File: config.mk
export PLATFORM = sky130hd
export DESIGN_NAME = robot_eye_pixel_shader
export DESIGN_NICKNAME = d
export VERILOG_FILES = /design/src/rtl/reps_pkg.sv /design/src/rtl/reps_geom.sv /design/src/rtl/reps_decide.sv /design/src/rtl/robot_eye_pixel_shader.sv
export SDC_FILE = /design/constraint.sdc
export NUM_CORES = 1
export LEC_CHECK = 0
export ABC_AREA = 1
export BUFFER_PORTS_ARGS = -buffer_cell sky130_fd_sc_hd__buf_2
export CORE_UTILIZATION = 30
export CTS_CLUSTER_SIZE = 25
export DETAILED_ROUTE_END_ITERATION = 16
export SLEW_MARGIN = 0
export SYNTH_ARGS = -nofsm -noshare
export SYNTH_HDL_FRONTEND = slang
export SYNTH_SLANG_ARGS = --single-unit
File: constraint.sdc
create_clock -name aclk -period 14.3 [get_ports aclk]
set_input_delay 3.575 -clock aclk [delete_from_list [all_inputs] [get_ports aclk]]
set_output_delay 3.575 -clock aclk [all_outputs]
set_load 0.005 [all_outputs]
File: src/rtl/reps_pkg.sv
`default_nettype none

package reps_pkg;

    // Configuration register indexes.
    localparam logic [2:0] REG_EYE_WIDTH       = 3'd0;
    localparam logic [2:0] REG_EYE_HEIGHT      = 3'd1;
    localparam logic [2:0] REG_CORNER_RADIUS   = 3'd2;
    localparam logic [2:0] REG_UPPER_LID_DEPTH = 3'd3;
    localparam logic [2:0] REG_UPPER_LID_SLANT = 3'd4;
    localparam logic [2:0] REG_LOWER_LID_RISE  = 3'd5;
    localparam logic [2:0] REG_LOWER_LID_SLANT = 3'd6;
    localparam logic [2:0] REG_PUPIL_MODE      = 3'd7;

    // Pupil styles.
    localparam logic [1:0] PUPIL_SOLID      = 2'd0;
    localparam logic [1:0] PUPIL_HIGHLIGHTS = 2'd1;
    localparam logic [1:0] PUPIL_SHOCK      = 2'd2;
    localparam logic [1:0] PUPIL_DIZZY      = 2'd3;

    // Register values after reset.
    localparam logic [6:0] EYE_WIDTH_RST     = 7'd68;
    localparam logic [5:0] EYE_HEIGHT_RST    = 6'd46;
    localparam logic [5:0] CORNER_RADIUS_RST = 6'd14;

    typedef struct packed {
        logic [6:0]        eye_width;
        logic [5:0]        eye_height;
        logic [5:0]        corner_radius;
        logic [5:0]        upper_lid_depth;
        logic signed [6:0] upper_lid_slant;
        logic [5:0]        lower_lid_rise;
        logic signed [6:0] lower_lid_slant;
        logic [1:0]        pupil_mode;
    } cfg_t;

    typedef struct packed {
        logic [6:0]  pixel_x;
        logic [5:0]  pixel_y;
        logic [6:0]  eye_center_x;
        logic [5:0]  eye_center_y;
        logic        right_side;
        logic [31:0] frame_count;
    } pix_t;

    // Partial results handed from the geometry stage to the decision stage.
    typedef struct packed {
        logic                kill;        // zero size or off screen
        logic                closed;      // lid nearly shut, draw the line
        logic                closed_lit;
        logic                in_box;
        logic                in_corner;
        logic [12:0]         corner_sum;
        logic [11:0]         corner_rsq;
        logic signed [15:0]  prod_upper;  // side * upper slant * dx
        logic signed [15:0]  prod_lower;
        logic signed [9:0]   room_upper;  // y - y0 - depth
        logic signed [9:0]   room_lower;  // y1 - rise - y
        logic [14:0]         d2;
        logic [15:0]         glint_big;
        logic [15:0]         glint_small;
        logic                frame_phase; // parity of frame_count / 3
    } geom_t;

endpackage

`default_nettype wire

File: src/rtl/reps_geom.sv
`default_nettype none

// Geometry stage: distances, squares and slant products for one pixel.
module reps_geom
    import reps_pkg::*;
(
    input  wire pix_t  pix,
    input  wire cfg_t  cfg,
    input  wire        off_screen,
    output geom_t      geom
);

    // Residue of a value up to fifteen modulo three.
    function automatic logic [1:0] mod3_small(input logic [3:0] v);
        logic [1:0] m;
        unique case (v)
            4'd0, 4'd3, 4'd6, 4'd9, 4'd12, 4'd15: m = 2'd0;
            4'd1, 4'd4, 4'd7, 4'd10, 4'd13:       m = 2'd1;
            default:                              m = 2'd2;
        endcase
        return m;
    endfunction

    logic signed [7:0] dx;
    logic signed [6:0] dy;
    logic [6:0]        adx;
    logic [5:0]        ady;
    logic [5:0]        r_w;
    logic [5:0]        r_c;
    logic signed [7:0] len_line;
    logic [6:0]        half_abs;
    logic              line_row;
    logic signed [9:0] px10, py10, x0, x1, y0, y1, cl, cr, ct, cb;
    logic signed [9:0] cdx, cdy;
    logic              in_corner;
    logic [11:0]       sq_cdx, sq_cdy;
    logic signed [7:0] su, sl;
    logic [13:0]       sq_dx;
    logic [11:0]       sq_dy;
    logic signed [8:0] ex, hx;
    logic signed [7:0] ey;
    logic [7:0]        aex, ahx;
    logic [6:0]        aey;
    logic [2:0]        lvl1 [8];
    logic [3:0]        lvl2 [4];
    logic [4:0]        lvl3 [2];
    logic [5:0]        digit_sum;
    logic [3:0]        fold;
    logic [1:0]        m3;

    always_comb begin
        dx  = $signed({1'b0, pix.pixel_x}) - $signed({1'b0, pix.eye_center_x});
        dy  = $signed({1'b0, pix.pixel_y}) - $signed({1'b0, pix.eye_center_y});
        adx = dx[7] ? 7'(-dx) : dx[6:0];
        ady = dy[6] ? 6'(-dy) : dy[5:0];

        // Corner radius limited to half the width, then half the height.
        r_w = ({cfg.corner_radius, 1'b0} > cfg.eye_width) ? cfg.eye_width[6:1]
                                                          : cfg.corner_radius;
        r_c = ({r_w, 1'b0} > {1'b0, cfg.eye_height}) ? {1'b0, cfg.eye_height[5:1]} : r_w;

        // Closed eye: a two-row line of half length |(w - 12) / 2|.
        len_line = $signed({1'b0, cfg.eye_width}) - 8'sd12;
        half_abs = len_line[7] ? 7'((-len_line) >>> 1) : 7'(len_line >>> 1);
        line_row = (pix.pixel_y == pix.eye_center_y) ||
                   ({1'b0, pix.pixel_y} == ({1'b0, pix.eye_center_y} + 7'd1));

        // Bounding box.
        px10 = $signed({3'b0, pix.pixel_x});
        py10 = $signed({4'b0, pix.pixel_y});
        x0   = $signed({3'b0, pix.eye_center_x}) - $signed({4'b0, cfg.eye_width[6:1]});
        x1   = x0 + $signed({3'b0, cfg.eye_width}) - 10'sd1;
        y0   = $signed({4'b0, pix.eye_center_y}) - $signed({5'b0, cfg.eye_height[5:1]});
        y1   = y0 + $signed({4'b0, cfg.eye_height}) - 10'sd1;
        cl   = x0 + $signed({4'b0, r_c});
        cr   = x1 - $signed({4'b0, r_c});
        ct   = y0 + $signed({4'b0, r_c});
        cb   = y1 - $signed({4'b0, r_c});

        // Corner regions, in the order top left, top right, bottom left, bottom right.
        in_corner = 1'b1;
        cdx       = cl - px10;
        cdy       = ct - py10;
        priority if (px10 < cl && py10 < ct) begin
            cdx = cl - px10;
            cdy = ct - py10;
        end else if (px10 > cr && py10 < ct) begin
            cdx = px10 - cr;
            cdy = ct - py10;
        end else if (px10 < cl && py10 > cb) begin
            cdx = cl - px10;
            cdy = py10 - cb;
        end else if (px10 > cr && py10 > cb) begin
            cdx = px10 - cr;
            cdy = py10 - cb;
        end else begin
            in_corner = 1'b0;
        end
        sq_cdx = cdx[5:0] * cdx[5:0];
        sq_cdy = cdy[5:0] * cdy[5:0];

        // Lid slants mirrored by screen side.
        su = pix.right_side ? -$signed({cfg.upper_lid_slant[6], cfg.upper_lid_slant})
                            :  $signed({cfg.upper_lid_slant[6], cfg.upper_lid_slant});
        sl = pix.right_side ? -$signed({cfg.lower_lid_slant[6], cfg.lower_lid_slant})
                            :  $signed({cfg.lower_lid_slant[6], cfg.lower_lid_slant});

        // Pupil distances; highlight centers are offset toward the inner side.
        sq_dx = adx * adx;
        sq_dy = ady * ady;
        ex    = pix.right_side ? ($signed({dx[7], dx}) + 9'sd8) : ($signed({dx[7], dx}) - 9'sd8);
        ey    = $signed({dy[6], dy}) + 8'sd8;
        hx    = pix.right_side ? ($signed({dx[7], dx}) + 9'sd1) : ($signed({dx[7], dx}) - 9'sd1);
        aex   = ex[8] ? 8'(-ex) : ex[7:0];
        aey   = ey[7] ? 7'(-ey) : ey[6:0];
        ahx   = hx[8] ? 8'(-hx) : hx[7:0];

        // frame_count / 3 is odd exactly when frame_count mod 6 is 3, 4 or 5.
        for (int i = 0; i < 8; i++) begin
            lvl1[i] = 3'(pix.frame_count[4*i +: 2]) + 3'(pix.frame_count[4*i+2 +: 2]);
        end
        for (int i = 0; i < 4; i++) begin
            lvl2[i] = 4'(lvl1[2*i]) + 4'(lvl1[2*i+1]);
        end
        for (int i = 0; i < 2; i++) begin
            lvl3[i] = 5'(lvl2[2*i]) + 5'(lvl2[2*i+1]);
        end
        digit_sum = 6'(lvl3[0]) + 6'(lvl3[1]);
        fold      = 4'(digit_sum[5:4]) + 4'(digit_sum[3:2]) + 4'(digit_sum[1:0]);
        m3        = mod3_small(fold);

        geom.kill        = off_screen || (cfg.eye_width == 7'd0) || (cfg.eye_height == 6'd0);
        geom.closed      = ({1'b0, cfg.upper_lid_depth} + 7'd2) >= {1'b0, cfg.eye_height};
        geom.closed_lit  = line_row && (adx <= half_abs);
        geom.in_box      = (px10 >= x0) && (px10 <= x1) && (py10 >= y0) && (py10 <= y1);
        geom.in_corner   = in_corner;
        geom.corner_sum  = 13'(sq_cdx) + 13'(sq_cdy);
        geom.corner_rsq  = r_c * r_c;
        geom.prod_upper  = su * dx;
        geom.prod_lower  = sl * dx;
        geom.room_upper  = py10 - y0 - $signed({4'b0, cfg.upper_lid_depth});
        geom.room_lower  = y1 - $signed({4'b0, cfg.lower_lid_rise}) - py10;
        geom.d2          = 15'(sq_dx) + 15'(sq_dy);
        geom.glint_big   = (16'(aex) * 16'(aex)) + (16'(aey) * 16'(aey));
        geom.glint_small = (16'(ahx) * 16'(ahx)) + 16'(sq_dy);
        geom.frame_phase = (pix.frame_count[0] && m3 == 2'd0) ||
                           (!pix.frame_count[0] && m3 == 2'd1) ||
                           (pix.frame_count[0] && m3 == 2'd2);
    end

endmodule

`default_nettype wire

File: src/rtl/reps_decide.sv
`default_nettype none

// Decision stage: lid division, corner and pupil tests, final pixel value.
module reps_decide
    import reps_pkg::*;
(
    input  wire geom_t       geom,
    input  wire [1:0]        pupil_mode,
    output logic             lit
);

    logic signed [15:0] cut_upper;
    logic signed [15:0] cut_lower;
    logic [14:0]        ring_prod;
    logic               pupil_cut;

    always_comb begin
        // Divide by sixteen rounding toward zero: bias negative values first.
        cut_upper = (geom.prod_upper + $signed({12'b0, {4{geom.prod_upper[15]}}})) >>> 4;
        cut_lower = (geom.prod_lower + $signed({12'b0, {4{geom.prod_lower[15]}}})) >>> 4;

        // Ring index d2 / 20 as (d2 / 4) * 205 / 1024; exact while d2 stays below 512.
        ring_prod = geom.d2[8:2] * 8'd205;

        unique case (pupil_mode)
            PUPIL_HIGHLIGHTS: pupil_cut = (geom.glint_big <= 16'd16) ||
                                          (geom.glint_small <= 16'd3);
            PUPIL_SHOCK:      pupil_cut = (geom.d2 <= 15'd36) && (geom.d2 > 15'd4);
            PUPIL_DIZZY:      pupil_cut = (geom.d2 <= 15'd300) &&
                                          !(geom.frame_phase ^ ring_prod[10]);
            default:          pupil_cut = 1'b0;
        endcase

        priority if (geom.kill) begin
            lit = 1'b0;
        end else if (geom.closed) begin
            lit = geom.closed_lit;
        end else if (!geom.in_box) begin
            lit = 1'b0;
        end else if (geom.in_corner && (geom.corner_sum > {1'b0, geom.corner_rsq})) begin
            lit = 1'b0;
        end else if (geom.room_upper <= cut_upper) begin
            lit = 1'b0;
        end else if (cut_lower >= geom.room_lower) begin
            lit = 1'b0;
        end else begin
            lit = !pupil_cut;
        end
    end

endmodule

`default_nettype wire

File: src/rtl/robot_eye_pixel_shader.sv
`default_nettype none

// Robot eye pixel shader.
//
// Each beat on the s_ channel carries one screen pixel together with the eye
// center, the screen side and the animation frame number. For every input beat
// the block returns exactly one beat on the m_ channel whose bit 0 says whether
// the pixel is drawn white. The eye shape (size, corner radius, lids, pupil
// style) comes from eight configuration registers written through the cfg_
// port; write them only while no pixel is in flight.
//
// The datapath has two register stages: the input register and the output
// register, with the geometry and decision logic between them. A result is
// worked out from the input register and captured in the output register,
// where it shows on m_tvalid; one pixel per clock is sustained while m_tready
// stays high. Each stage advances when the stage after it is empty or moving,
// so a stall on m_tready fills the input register first and only then drops
// s_tready; nothing is lost or repeated.
//
// A synchronous low aresetn empties the pipeline and loads the register
// defaults: 68 by 46 pixel eye, radius 14, open lids, solid pupil.
module robot_eye_pixel_shader
    import reps_pkg::*;
#(
    parameter int unsigned SCREEN_WIDTH  = 128,
    parameter int unsigned SCREEN_HEIGHT = 64
) (
    input  wire         aclk,
    input  wire         aresetn,

    input  wire         s_tvalid,
    output logic        s_tready,
    // [6:0] pixel_x, [12:7] pixel_y, [19:13] eye_center_x, [25:20] eye_center_y,
    // [57:26] frame_count, [63:58] zero
    input  wire  [63:0] s_tdata,
    // [0] right_side
    input  wire         s_tuser,

    output logic        m_tvalid,
    input  wire         m_tready,
    // [0] lit, [7:1] zero
    output logic [7:0]  m_tdata,

    input  wire         cfg_wr_en,
    input  wire  [2:0]  cfg_index,
    input  wire  [6:0]  cfg_wdata
);

    cfg_t  cfg_reg;
    pix_t  in_next;
    pix_t  in_reg;
    logic  in_valid_reg;
    geom_t geom_next;
    logic  lit_next;
    logic  lit_reg;
    logic  m_valid_reg;
    logic  off_screen;
    logic  out_en;
    logic  in_en;

    // Configuration registers.
    always_ff @(posedge aclk) begin
        if (!aresetn) begin
            cfg_reg.eye_width       <= EYE_WIDTH_RST;
            cfg_reg.eye_height      <= EYE_HEIGHT_RST;
            cfg_reg.corner_radius   <= CORNER_RADIUS_RST;
            cfg_reg.upper_lid_depth <= '0;
            cfg_reg.upper_lid_slant <= '0;
            cfg_reg.lower_lid_rise  <= '0;
            cfg_reg.lower_lid_slant <= '0;
            cfg_reg.pupil_mode      <= PUPIL_SOLID;
        end else if (cfg_wr_en) begin
            unique case (cfg_index)
                REG_EYE_WIDTH:       cfg_reg.eye_width       <= cfg_wdata;
                REG_EYE_HEIGHT:      cfg_reg.eye_height      <= cfg_wdata[5:0];
                REG_CORNER_RADIUS:   cfg_reg.corner_radius   <= cfg_wdata[5:0];
                REG_UPPER_LID_DEPTH: cfg_reg.upper_lid_depth <= cfg_wdata[5:0];
                REG_UPPER_LID_SLANT: cfg_reg.upper_lid_slant <= $signed(cfg_wdata);
                REG_LOWER_LID_RISE:  cfg_reg.lower_lid_rise  <= cfg_wdata[5:0];
                REG_LOWER_LID_SLANT: cfg_reg.lower_lid_slant <= $signed(cfg_wdata);
                REG_PUPIL_MODE:      cfg_reg.pupil_mode      <= cfg_wdata[1:0];
            endcase
        end
    end

    // Stage enables: a stage loads when the next one is empty or moving on.
    assign out_en   = !m_valid_reg || m_tready;
    assign in_en    = !in_valid_reg || out_en;
    assign s_tready = in_en;

    always_comb begin
        in_next.pixel_x      = s_tdata[6:0];
        in_next.pixel_y      = s_tdata[12:7];
        in_next.eye_center_x = s_tdata[19:13];
        in_next.eye_center_y = s_tdata[25:20];
        in_next.right_side   = s_tuser;
        in_next.frame_count  = s_tdata[57:26];
    end

    always_ff @(posedge aclk) begin
        if (!aresetn) begin
            in_valid_reg <= 1'b0;
            m_valid_reg  <= 1'b0;
        end else begin
            if (in_en) begin
                in_valid_reg <= s_tvalid;
            end
            if (out_en) begin
                m_valid_reg <= in_valid_reg;
            end
        end
    end

    always_ff @(posedge aclk) begin
        if (in_en && s_tvalid) begin
            in_reg <= in_next;
        end
        if (out_en && in_valid_reg) begin
            lit_reg <= lit_next;
        end
    end

    // Pixels outside the visible screen are never drawn.
    assign off_screen = (32'(in_reg.pixel_x) >= SCREEN_WIDTH) ||
                        (32'(in_reg.pixel_y) >= SCREEN_HEIGHT);

    reps_geom u_geom (
        .pix        (in_reg),
        .cfg        (cfg_reg),
        .off_screen (off_screen),
        .geom       (geom_next)
    );

    reps_decide u_decide (
        .geom       (geom_next),
        .pupil_mode (cfg_reg.pupil_mode),
        .lit        (lit_next)
    );

    assign m_tvalid = m_valid_reg;
    assign m_tdata  = {7'b0, lit_reg};

endmodule

`default_nettype wire

==> qor.yml <==
synth:
  post_synth_main_area_contributors: "sky130_fd_sc_hd__fa_1, sky130_fd_sc_hd__ha_1, sky130_fd_sc_hd__inv_1"
  syn_inst: 3888
  syn_area_sq_um: 29600
  synth_enable_flop_cells: 60
  asyncSetResetFlopFracSynth_pct: 0
  synth.top_cells.by_count: "sky130_fd_sc_hd__inv_1, sky130_fd_sc_hd__nand2_1, sky130_fd_sc_hd__ha_1, sky130_fd_sc_hd__nor2_1, sky130_fd_sc_hd__fa_1"
  synth_ff_type: "sky130_fd_sc_hd__edfxtp_1"
  synth-warning-count: 0
  yosys_register_bits: 109
  ys_types: 65
  syn_avg_cell_area_sq_um: 7.62
  post-synth-top-count-cell: "sky130_fd_sc_hd__inv_1"
  synth_largest_type_area_fraction_pct: 23.3
  yosys.area.top_type: "sky130_fd_sc_hd__fa_1"
  synth.yosys.seq_area_share_pct: 9.40
cts:
  numCtsBuffers: 9
  clock_tree_buffer_depth: 2
  worst_setup_hold_path_clk_slew_ps: 80
  worst_skew_pair_later_pin_latency_ps: 370
  clock-root-buffer: "sky130_fd_sc_hd__clkbuf_16"
  cts_tree: "yes"
  cts_sinks: 109
  htree_num_levels: 3
  cts_setup_buffers: 0
  cts_resized: 0
  number_of_hold_repair_buffers_added_at_the_cts_stage: 0
cells_and_area:
  layout-drive-gt1-share_pct: 5.64
  largest_register_ff_count: 59
  multiInputGateArea_sq_um: 23300
  fillers: 10400
  register_cell_area_after_layout_sq_um: 2780
  design.final.nets: 4885
  areaGrowthSynthToFinish_pct: 7.59
placed_design:
  dp.final_hpwl_um: 62500
  io_buffer_count: 76
  finalWeightedCongestion: 0.882
flow_run:
  drv.max_cap_violation_count: 0
sta:
  skew_ps: 8.72
  report.final.hold_viol_count: 0
  setup_total_negative_slack_ps: 0
  maxSlewHeadroom_pct: 40.6
  min_period_ps: 12630
  max_freq_mhz: 79.2
  worst_pin_slew_ps: 881
  final_max_slew_viol_count: 0
  unrepaired_setup_endpoints_after_global_routing: "false"
  final-setup-viol-count: 0
  layout_worst_path_cycle_share_pct: 88.3
floorplanning:
  die_height_um: 316
  initial_util_pct: 30.4
  rows: 114
  coreArea_sq_um: 97300
  die-width_um: 316
  die_footprint_sq_um: 100000
  top_level_ports: 90
critical_path:
  cp_top_family: "adder cells"
  number_of_cell_instances_on_the_worst_register_to_register_path: 65
  r2r_end: "lit_reg"
  start_to_end_type_of_the_worst_setup_path: "flip-flop to flip-flop"
  critPathBufInv: 10
  ff2ff_setup_slack_ps: 1670
  worstPathArrival_ps: 12850
  critPathMaxStageDelay_ps: 560
  worst_r2r_startpoint: "cfg_reg[42]"
  critical-path-slowest-cell: "sky130_fd_sc_hd__fa_1"
  type_of_destination_of_the_critical_path: "flip-flop"
  worst_ep_required_time_ps: 14510
  crit_path_max_fo: 12
  startpoint_type: "flip-flop"
  timing.critical_path.mode_cell: "sky130_fd_sc_hd__nand2_1"
worst_hold_path:
  worstHoldEndpoint: "m_tvalid"
  worstHoldPathType: "flip-flop to flip-flop"
  hold_depth: 2
  min-delay-start: "in_valid_reg"
run_status:
  status: "complete, no violations"
route:
  post_drt_wl_per_cell_um: 13.7
  remaining_drc_errors: 0
  detailedRoute.firstIterationViolations: 1101
  wl_um: 72000
  vias: 23900
  final_antenna_net_count: 0
  drt-pass1-iter-count: 5
  route.detailed.vias_per_inst: 4.55
grt:
  antenna_found_initial: 11
  groute.usage.overall_pct: 14.7
  grt_remaining_overflow: 0
  wire_length_of_the_first_global_routing_pass_um: 119000
  grt_pass1_vias: 23800
  grt_max_degree: 49
-- area by class of cell --
type / count / share of cell area, %
Clock inverter: 6 / 0.153
Clock buffer: 10 / 0.719
Antenna cell: 2 / 0.0157
Timing Repair Buffer: 90 / 1.52
Sequential cell: 109 / 8.73
Multi-Input combinational cell: 2844 / 73.1
Inverter: 914 / 10.8
Tap cell: 1276 / 5.01
-- cells by family after synthesis --
family / after synthesis / synth area share, %
simple gates: 1342 / 19.6
buf+inv: 951 / 12.2
fa+ha+maj: 837 / 44.1
compound gates: 442 / 8.62
xor+xnor: 201 / 5.94
flops: 109 / 9.40
mux: 4 / 0.135
other cells: 2 / 0.0254
-- routing by layer --
metal / wire length (um) / vias to the layer above / GRT usage (%)
met4: 1280 / 16 / 2.53
met1: 33700 / 11200 / 19.4
li1: - / 12300 / -
met2: 34300 / 317 / 25.9
met5: 91 / - / 0
met3: 2550 / 71 / 1.76
-- worst min-delay path: cells and delay by family, from the launching register on --
kind | cells | cell delay, ps
buffers and inverters | 1 | 70
AO/OA/AOI/OAI | 1 | 60
flip-flops | 1 | 320
-- metrics by stage --
| stage | utilization [%] | hold WS (ps) | area (sq um) | worst slack, ps | std cells |
|---|---|---|---|---|---|
| floorplan | - | 443 | 29700 | 3590 | 3904 |
| detailed placement | 32.5 | 475 | 31600 | 1740 | 5233 |
| global route | 32.8 | 501 | 31900 | 702 | 5251 |
| global placement | 32.5 | 460 | 31600 | 1790 | 5233 |
| CTS | 32.7 | 479 | 31900 | 1660 | 5249 |
| finish | 32.8 | 481 | 31900 | 1670 | 5251 |
-- cells in the final DEF (no fill, tap or decap), types with 45 or more instances in the layout --
master	netlist	routed
sky130_fd_sc_hd__xor2_1	138	138
sky130_fd_sc_hd__nor2_1	352	352
sky130_fd_sc_hd__edfxtp_1	60	60
sky130_fd_sc_hd__a21oi_1	201	200
sky130_fd_sc_hd__nand2_1	661	661
sky130_fd_sc_hd__o21ai_0	130	130
sky130_fd_sc_hd__dfxtp_1	49	49
sky130_fd_sc_hd__inv_1	896	895
sky130_fd_sc_hd__nand4_1	45	45
sky130_fd_sc_hd__buf_2	1	76
sky130_fd_sc_hd__ha_1	492	492
sky130_fd_sc_hd__nand3_1	147	147
sky130_fd_sc_hd__fa_1	345	345
sky130_fd_sc_hd__xnor2_1	63	63
-- how the worst max path moves through the flow --
| stage | to | cells after the start | slack, ps | startpoint |
|---|---|---|---|---|
| after detailed placement | lit_reg | 66 | 1740 | cfg_reg[42] |
| after CTS | lit_reg | 66 | 1660 | cfg_reg[42] |
| after global routing | lit_reg | 64 | 700 | cfg_reg[42] |
| final | lit_reg | 65 | 1670 | cfg_reg[42] |
| after global placement | lit_reg | 65 | 1790 | cfg_reg[42] |
| after floorplan | lit_reg | 67 | 3590 | cfg_reg[42] |
Power is not shown: default switching activity piles up to over one toggle a cycle in this logic, so the estimate is an artifact.
